$ cat config.mk
export PLATFORM = sky130hd
export DESIGN_NAME = psd_controller
export DESIGN_NICKNAME = d
export VERILOG_FILES = /design/src/sv/psd_pkg.sv /design/src/sv/psd_controller.sv
export SDC_FILE = /design/constraint.sdc
export NUM_CORES = 1
export LEC_CHECK = 0
export BUFFER_PORTS_ARGS = -buffer_cell sky130_fd_sc_hd__buf_2
export CORE_MARGIN = 1
export CORE_UTILIZATION = 35
export CTS_CLUSTER_DIAMETER = 200
export CTS_CLUSTER_SIZE = 20
export DETAILED_ROUTE_END_ITERATION = 16
export SYNTH_ARGS = -nofsm -noshare
export SYNTH_HDL_FRONTEND = slang
export SYNTH_SLANG_ARGS = --single-unit
$ cat constraint.sdc
create_clock -name clk_i -period 2.3 [get_ports clk_i]
set_input_delay 0.46 -clock clk_i [delete_from_list [all_inputs] [get_ports clk_i]]
set_output_delay 0.46 -clock clk_i [all_outputs]
set_load 0.1 [all_outputs]
$ cat src/sv/psd_pkg.sv
`default_nettype none
// ----------------------------------------------------------------------------
// Polynomial series divider package
// Codes, command and status types, and saturation shared by the block.
// ----------------------------------------------------------------------------
package psd_pkg;

  localparam logic [1:0] MODE_LOAD_NUM = 2'd0;
  localparam logic [1:0] MODE_LOAD_DEN = 2'd1;
  localparam logic [1:0] MODE_START    = 2'd2;

  localparam logic [1:0] CFG_REPS      = 2'd0;
  localparam logic [1:0] CFG_NUM_TERMS = 2'd1;
  localparam logic [1:0] CFG_DEN_TERMS = 2'd2;

  localparam int DIV_STEPS = 48;
  localparam int REP_LIMIT = 64;

  typedef struct packed {
    logic accept;
    logic idx_zero;
    logic idx_to_ds;
    logic idx_inc;
    logic clr_wr;
    logic lead_take;
    logic div_start;
    logic div_den;
    logic sn_wr;
    logic sd_wr;
    logic step_init;
    logic mul;
    logic sub_wr;
    logic emit_term;
    logic emit_zero;
  } psd_cmd_t;

  typedef struct packed {
    logic start;
    logic clr_end;
    logic den_nz;
    logic end_n;
    logic end_d;
    logic end_len;
    logic div_done;
    logic out_free;
    logic last_term;
  } psd_sts_t;

  function automatic logic [31:0] sat32(input logic signed [48:0] v);
    logic [31:0] r;
    if (v > 49'sh0_7FFF_FFFF) begin
      r = 32'h7FFF_FFFF;
    end else if (v < -49'sh0_8000_0000) begin
      r = 32'h8000_0000;
    end else begin
      r = v[31:0];
    end
    return r;
  endfunction

endpackage
`default_nettype wire

$ cat src/sv/psd_controller.sv
`default_nettype none
// ----------------------------------------------------------------------------
// Polynomial series divider controller
// Sequences loading, clearing, scaling and the quotient steps.
// ----------------------------------------------------------------------------
module psd_controller
  import psd_pkg::*;
(
  input  wire logic     clk_i,
  input  wire logic     rst_ni,
  input  wire logic     in_valid_i,
  output logic          in_ready_o,
  input  wire psd_sts_t sts_i,
  output psd_cmd_t      cmd_o
);

  localparam logic [3:0] ST_IDLE   = 4'd0;
  localparam logic [3:0] ST_CLR    = 4'd1;
  localparam logic [3:0] ST_SCAN_A = 4'd2;
  localparam logic [3:0] ST_SCAN_B = 4'd3;
  localparam logic [3:0] ST_NUM_A  = 4'd4;
  localparam logic [3:0] ST_NUM_B  = 4'd5;
  localparam logic [3:0] ST_NUM_C  = 4'd6;
  localparam logic [3:0] ST_DEN_A  = 4'd7;
  localparam logic [3:0] ST_DEN_B  = 4'd8;
  localparam logic [3:0] ST_DEN_C  = 4'd9;
  localparam logic [3:0] ST_STEP_A = 4'd10;
  localparam logic [3:0] ST_STEP_B = 4'd11;
  localparam logic [3:0] ST_STEP_C = 4'd12;
  localparam logic [3:0] ST_EMIT   = 4'd13;
  localparam logic [3:0] ST_ZERO   = 4'd14;

  logic [3:0] state_q, state_d;

  always_comb begin
    state_d    = state_q;
    cmd_o      = '0;
    in_ready_o = (state_q == ST_IDLE);
    case (state_q)
      ST_IDLE: begin
        if (in_valid_i) begin
          cmd_o.accept = 1'b1;
          if (sts_i.start) begin
            cmd_o.idx_zero = 1'b1;
            state_d = ST_CLR;
          end
        end
      end
      ST_CLR: begin
        cmd_o.clr_wr = 1'b1;
        if (sts_i.clr_end) begin
          cmd_o.idx_zero = 1'b1;
          state_d = ST_SCAN_A;
        end else begin
          cmd_o.idx_inc = 1'b1;
        end
      end
      ST_SCAN_A: state_d = ST_SCAN_B;
      ST_SCAN_B: begin
        if (sts_i.den_nz) begin
          cmd_o.lead_take = 1'b1;
          cmd_o.idx_zero  = 1'b1;
          state_d = ST_NUM_A;
        end else if (sts_i.end_d) begin
          state_d = ST_ZERO;
        end else begin
          cmd_o.idx_inc = 1'b1;
          state_d = ST_SCAN_A;
        end
      end
      ST_NUM_A: state_d = ST_NUM_B;
      ST_NUM_B: begin
        cmd_o.div_start = 1'b1;
        state_d = ST_NUM_C;
      end
      ST_NUM_C: begin
        if (sts_i.div_done) begin
          cmd_o.sn_wr = 1'b1;
          if (sts_i.end_n) begin
            cmd_o.idx_to_ds = 1'b1;
            state_d = ST_DEN_A;
          end else begin
            cmd_o.idx_inc = 1'b1;
            state_d = ST_NUM_A;
          end
        end
      end
      ST_DEN_A: state_d = ST_DEN_B;
      ST_DEN_B: begin
        cmd_o.div_start = 1'b1;
        cmd_o.div_den   = 1'b1;
        state_d = ST_DEN_C;
      end
      ST_DEN_C: begin
        if (sts_i.div_done) begin
          cmd_o.sd_wr = 1'b1;
          if (sts_i.end_d) begin
            cmd_o.step_init = 1'b1;
            cmd_o.idx_zero  = 1'b1;
            state_d = ST_STEP_A;
          end else begin
            cmd_o.idx_inc = 1'b1;
            state_d = ST_DEN_A;
          end
        end
      end
      ST_STEP_A: state_d = ST_STEP_B;
      ST_STEP_B: begin
        cmd_o.mul = 1'b1;
        state_d = ST_STEP_C;
      end
      ST_STEP_C: begin
        cmd_o.sub_wr = 1'b1;
        if (sts_i.end_len) begin
          state_d = ST_EMIT;
        end else begin
          cmd_o.idx_inc = 1'b1;
          state_d = ST_STEP_A;
        end
      end
      ST_EMIT: begin
        if (sts_i.out_free) begin
          cmd_o.emit_term = 1'b1;
          cmd_o.idx_zero  = 1'b1;
          state_d = sts_i.last_term ? ST_IDLE : ST_STEP_A;
        end
      end
      ST_ZERO: begin
        if (sts_i.out_free) begin
          cmd_o.emit_zero = 1'b1;
          state_d = ST_IDLE;
        end
      end
      default: state_d = ST_IDLE;
    endcase
  end

  always_ff @(posedge clk_i or negedge rst_ni) begin
    if (!rst_ni) begin
      state_q <= ST_IDLE;
    end else begin
      state_q <= state_d;
    end
  end

endmodule
`default_nettype wire
; Word level (Yosys, flattened, before mapping)
; Cells that the tools add are included.
[totals]
regBits = 4
wordCells = 70
[op_classes]
eq_ne = 21
n_reduce_logical = 3
muxes = 45
[ops]
columns = op, n
row1 = $pmux 4 s15, 1
row2 = $mux 4, 11
row3 = $eq 4x4->1 const B, 7
row4 = $mux 1, 25
row5 = $eq 4x3->1 const B, 4
row6 = $ne 2x2->1 const B, 6
row7 = $mux 2, 5
row8 = $pmux 1 s5, 2
row9 = $eq 4x2->1 const B, 2
row10 = $reduce_and 7->1, 1
row11 = $eq 4x1->1 const B, 1
row12 = $logic_not 4->1, 1
row13 = $mux 3, 1
row14 = $ne 2x1->1 const B, 1
row15 = $reduce_or 2->1, 1

; Logic depth before layout (Yosys ltp)
; Gate-level depths: netlist of the first run.
[depth]
word_depth = 3
mapped_depth = 6

; Worst setup path after synthesis of the first run
; Ideal clock, no wire load.
[synth_path]
path_kind = register to output
from = reg state_q[2]
to = out cmd_o[13] (netlist bit)
arrival_time_ps = 5343
path_slack_ps = -3503
path_stages_with_launch = 4
path_buffers = 0
path_cell_list = dfrtp_1 > nor4_1 > and2_1 > a2111o_1
[synth_lines]
columns = element, line_no
row1 = start: declaration, psd_controller.sv:33  ; logic [3:0] state_q, state_d;
row2 = start signal: assignment, psd_controller.sv:142  ; state_q <= state_d;
row3 = end: declaration, psd_controller.sv:14  ; output psd_cmd_t cmd_o

==> results of run 1 <==
## worst max path at each step
stage | from | endpoint | slack, ns | depth (start not counted)
floorplan | state_q[0] | cmd_o[13] | -0.82 | 4
global placement | state_q[3] | cmd_o[13] | 0.21 | 4
detailed placement | state_q[3] | cmd_o[13] | 0.18 | 4
CTS | state_q[3] | cmd_o[13] | 0.04 | 4
global route | state_q[3] | cmd_o[13] | 0.01 | 4
finish | state_q[0] | cmd_o[11] | 0.06 | 5
## cells in the final DEF, fill, tap and decap left out, types with 2 or more instances in the layout
| master | n |
|---|---|
| buf_2 | 11 |
| nor3_4 | 4 |
| o21ai_0 | 2 |
| o2bb2ai_1 | 2 |
| buf_12 | 16 |
| and3b_1 | 2 |
| nand2b_1 | 3 |
| nor2_1 | 3 |
| nor2_2 | 2 |
| and3_1 | 2 |
| inv_1 | 2 |
| buf_4 | 12 |
| clkbuf_4 | 3 |
| nand2_1 | 6 |
| nor2b_1 | 2 |
| dfrtp_2 | 4 |
| and2_1 | 2 |
| a21oi_1 | 8 |
| nor4bb_1 | 3 |
## timing repair
action | 4_1_cts | 5_1_grt
hold buffers | 0 | 0
resized for setup | 4 | 0
hold endpoints to repair | 0 | 0
buffers inserted | 0 | 2
endpoints found under the setup margin | 2 | 2
pin swaps | 0 | 0
## layer usage
metal	share of wire	track usage
met5	0	0
met3	0.045	0.0240
met1	0.42	0.322
met4	0	0.0727
met2	0.53	0.385
## metrics by stage
step                utilization  setup WS (ns)
CTS                       0.687         0.0403
finish                    0.696         0.0640
detailed placement        0.671          0.180
floorplan                     -         -0.820
global placement          0.671          0.211
global route              0.696         0.0118
## kinds of logic after synthesis
group | count (synthesis) | share of synthesized area
AOI/OAI and AO/OA | 25 | 0.273
xor gates and xnor gates | 1 | 0.0254
buffers and inverters | 11 | 0.0918
DFF | 4 | 0.156
muxes | 2 | 0.0332
and+or+nand+nor | 43 | 0.420
## power by group
part	switching, mW	internal (mW)	leakage (nW)
combinational	0.944	0.643	0.444
clock	0.0270	0.0582	0.0138
sequential	0.125	0.114	0.0442
## layout make-up
type / instances / area (µm²)
multi-input cells: 71 / 569
flip-flops and latches: 4 / 105
well taps: 25 / 31.3
clock buffers: 3 / 22.5
inverters: 2 / 7.51
repair buffers: 39 / 465
fillers: 147 / 526
==> flow_summary.yaml, run 1 <==
synthesis:
  ys.flop_type: "dfrtp_1"
  synth_area_um2: 641
  yosysMostFrequentCell: "a21oi_1"
  ys_warn_count: 0
  synth_largest_area_cell: "dfrtp_1"
  synthTopCellsByArea: "dfrtp_1 16%, a21oi_1 6.3%, nor4bb_1 4.7%, buf_2 3.9%, nor3_1 3.9%"
  synth_nets: 98
  syn_avg_cell_area_um2: 7.45
  synth.distinct_cells: 44
  synth_top_cell_area_share: 0.156
  synth-edff-count: 0
  ys_seq_area_frac: 0.156
  synthCells: 86
  netlist_top_cells_count: "8 x a21oi_1, 6 x nand2_1, 6 x nor2_1"
  synthArstFlopShare: 1.00
  ys_ff_latch: 4
placement:
  place_congestion: 0.851
  dp_cells: 139
  hpwl_um: 1660
  port_buffers: 27
  place_area_um2: 1160
final_layout:
  largest_reg_flops: 4
  top_regs: "state_q (4)"
  fin_area_um2: 1200
  diodes: 0
  largest-register: "state_q"
  finish.net_count: 133
  fin_cells: 144
  area_growth_pct: 87.5
  drive_above_1_share: 0.496
cts:
  cts_tree: "built"
  ctsRootBufferMaster: "clkbuf_4"
  cts_made_buffers: 3
  cts.clk_slew.worst_paths_ns: 0.04
  cts_buffer_depth: 2
  cts.sinks: 4
  htreeDepth: 1
  insertion_delay_ns: 0.23
global_route:
  grt_max_degree: 15
  antenna_found_initial: 0
  grtUsageTotal: 0.234
  grt_pass1_vias: 696
  grt_overflow: 0
  grt_pass1_wl_um: 3360
critical_path:
  reg2regPathDepth: 6
  critPathSlowestCell: "dfrtp_2"
  cp-end-kind: "primary output"
  reg2reg_to: "state_q[1]"
  critPathMaxFanout: 8
  crit_path_max_incr_delay_ns: 0.46
  r2r-start: "state_q[1]"
  crit_buf_inv: 2
  crit_path_start_kind: "flop"
  critical_path_arrival_ns: 1.78
  cp_cell_sequence: "buf_4 > nor4bb_1 > a31oi_1 > o21ai_4 > buf_12"
  reg2reg_slack_ns: 0.45
  crit_family: "flip-flops"
  path_class: "flop to primary output"
  required_ns: 1.84
power:
  irDropWorstVdd_v: 0.000771
  p_per_area_nw_per_um2: 1590
  power_mw: 1.91
  leakage_nw: 0.502
sta:
  hold_slack_ns: 0.0201
  tns_ns: 0
  period_needed_ns: 2.24
  clock.fmax_mhz: 447
  rsz0062_at_grt: "no"
  setup_viol: 0
  hold_violations: 0
  period_share: 0.972
  tightest_slew_ns: 0.496
  slew_viol_final: 0
  fin_worst_skew_ns: 0.00416
  relSlewSlack: 0.667
floorplan:
  core_um2: 1730
  die_h_um: 44.8
  initial_utilization: 0.371
  dieArea_um2: 2010
  num_io_pins: 28
  rows: 15
  die_w_um: 44.8
min_path:
  hold_class: "primary input to asynchronous set/reset pin"
detailed_routing:
  vias: 801
  drtIter0Drc: 24
  drc: 0
  vias_per_cell: 5.56
  wire_per_inst_um: 14.7
  routed_wl_um: 2110
  drt-pass1-iter-count: 4
  postRouteAntennaNets: 0
status:
  status: "complete, no violations"
run:
  cap_violations: 0
Note: power is estimated with default switching activity, not from simulation.
==> inputs of run 2 (changes only) <==
--- a/config.mk
+++ b/config.mk
@@ -6,11 +6,14 @@
 export NUM_CORES = 1
 export LEC_CHECK = 0
 export BUFFER_PORTS_ARGS = -buffer_cell sky130_fd_sc_hd__buf_2
+export CELL_PAD_IN_SITES_DETAIL_PLACEMENT = 1
+export CELL_PAD_IN_SITES_GLOBAL_PLACEMENT = 2
 export CORE_MARGIN = 1
-export CORE_UTILIZATION = 35
+export CORE_UTILIZATION = 24
 export CTS_CLUSTER_DIAMETER = 200
 export CTS_CLUSTER_SIZE = 20
 export DETAILED_ROUTE_END_ITERATION = 16
+export PLACE_DENSITY_LB_ADDON = 0.1
 export SYNTH_ARGS = -nofsm -noshare
 export SYNTH_HDL_FRONTEND = slang
 export SYNTH_SLANG_ARGS = --single-unit
==> flow_summary.yaml, run 2 (synthesized netlist as in run 1, its figures left out) <==
sta:
  tightest_slew_ns: 0.471
  rsz0062_at_grt: "no"
  hold_violations: 0
  period_share: 0.964
  fin_worst_skew_ns: 0.000759
  period_needed_ns: 2.22
  worst_slack_ns: 0.0822
  clock.fmax_mhz: 451
  setup_viol: 0
  relSlewSlack: 0.682
  slew_viol_final: 0
power:
  leakage_nw: 0.525
  p_per_area_nw_per_um2: 1570
  power_mw: 1.95
  irDropWorstVdd_v: 0.000912
final_layout:
  largest_reg_flops: 4
  fin_area_um2: 1250
  largest-register: "state_q"
  top_regs: "state_q (4)"
  drive_above_1_share: 0.512
  final_core_util: 0.499
  finish.net_count: 137
  diodes: 0
  final_cell_mix: "16 x buf_12, 16 x buf_4, 11 x buf_2, 8 x a21oi_1, 6 x nand2_1"
  area_growth_pct: 94.7
floorplan:
  rows: 18
  die_w_um: 53.7
  core_um2: 2500
  dieArea_um2: 2880
  num_io_pins: 28
  initial_utilization: 0.256
  die_h_um: 53.7
detailed_routing:
  routed_wl_um: 2240
  drc: 0
  postRouteAntennaNets: 0
  vias: 815
  drt-pass1-iter-count: 4
  drtIter0Drc: 3
  vias_per_cell: 5.33
  wire_per_inst_um: 14.7
cts:
  cts_made_buffers: 3
  ctsRootBufferMaster: "clkbuf_4"
  cts.sinks: 4
  cts_tree: "built"
  cts_buffer_depth: 2
  htreeDepth: 1
  cts.clk_slew.worst_paths_ns: 0.04
  postCtsSetupBuffers: 0
  insertion_delay_ns: 0.23
critical_path:
  critPathMaxFanout: 11
  crit_path_start_kind: "flop"
  cp-end-kind: "primary output"
  required_ns: 1.84
  critical_path_arrival_ns: 1.76
  path_class: "flop to primary output"
status:
  status: "complete, no violations"
global_route:
  grt_max_degree: 15
  antenna_found_initial: 0
  grtUsageTotal: 0.176
  grt_pass1_vias: 778
  grt_pass1_wl_um: 3660
  grt_overflow: 0
placement:
  place_congestion: 0.778
  hpwl_um: 1890
  place_area_um2: 1210
  port_buffers: 27
  place_ws_ns: 0.232
min_path:
  hold_class: "primary input to asynchronous set/reset pin"
run:
  cap_violations: 0
-- run 2: cell count changes in the layout (fill, tap and decap cells not counted), sizes merged --
| cell | before | now |
|---|---|---|
| buf | 39 | 43 |
-- run 2: final cells by class --
| type | instances | area (µm²) |
|---|---|---|
| Clock buffer | 3 | 22.5 |
| Fill cell | 290 | 1250 |
| Inverter | 2 | 7.51 |
| Multi-Input combinational cell | 71 | 582 |
| Sequential cell | 4 | 103 |
| Tap cell | 30 | 37.5 |
| Timing Repair Buffer | 43 | 495 |
-- run 2: final timing paths --
kind	to	startpoint	cells after the start	slack (ns)
max	cmd_o[13]	state_q[0]	4	0.08
min	state_q[3]	rst_ni	1	0.02
max reg2reg	state_q[2]	state_q[0]	6	0.40
min reg2reg	state_q[2]	state_q[2]	2	0.71
max in group asynchronous	state_q[0]	rst_ni	1	2.15
min in group clk_i	state_q[3]	sts_i[0]	5	0.71
-- run 2: through the flow --
step	instances	TNS [ns]	hold WS [ns]
after floorplan	86	-1.23	0.164
after global placement	150	0	0.266
after detailed placement	150	0	0.269
after CTS	153	0	0.0196
after global routing	153	0	0.0143
final	153	0	0.0216
-- run 2: power by group --
part           internal, mW  switching [mW]  leakage (nW)  total, mW
Clock                0.0583          0.0274        0.0138     0.0857
Combinational         0.671           0.988         0.465       1.66
Sequential            0.111          0.0991        0.0464      0.210
Total                 0.840            1.11         0.525       1.95
-- run 2: repair_timing --
action / 4_1_cts / 5_1_grt
setup endpoints to repair: 3 / 2
hold buffers: 0 / 0
resized for setup: 2 / 2
-- run 2: worst max-delay path, stage by stage, from the launching register on --
cell and delay (ns):
dfrtp_2 0.51, nor4bb_1 0.20, and3_1 0.21, a2111o_2 0.43, buf_12 0.18
-- run 2: per-layer routing --
layer / part of all wire / GRT usage / vias up / routed length (µm)
li1: - / - / 396 / -
met1: 0.48 / 0.238 / 393 / 1070
met2: 0.48 / 0.292 / 24 / 1070
met3: 0.038 / 0.0141 / 2 / 85
met4: 0.0076 / 0.0526 / 0 / 17
met5: 0 / 0 / - / 0
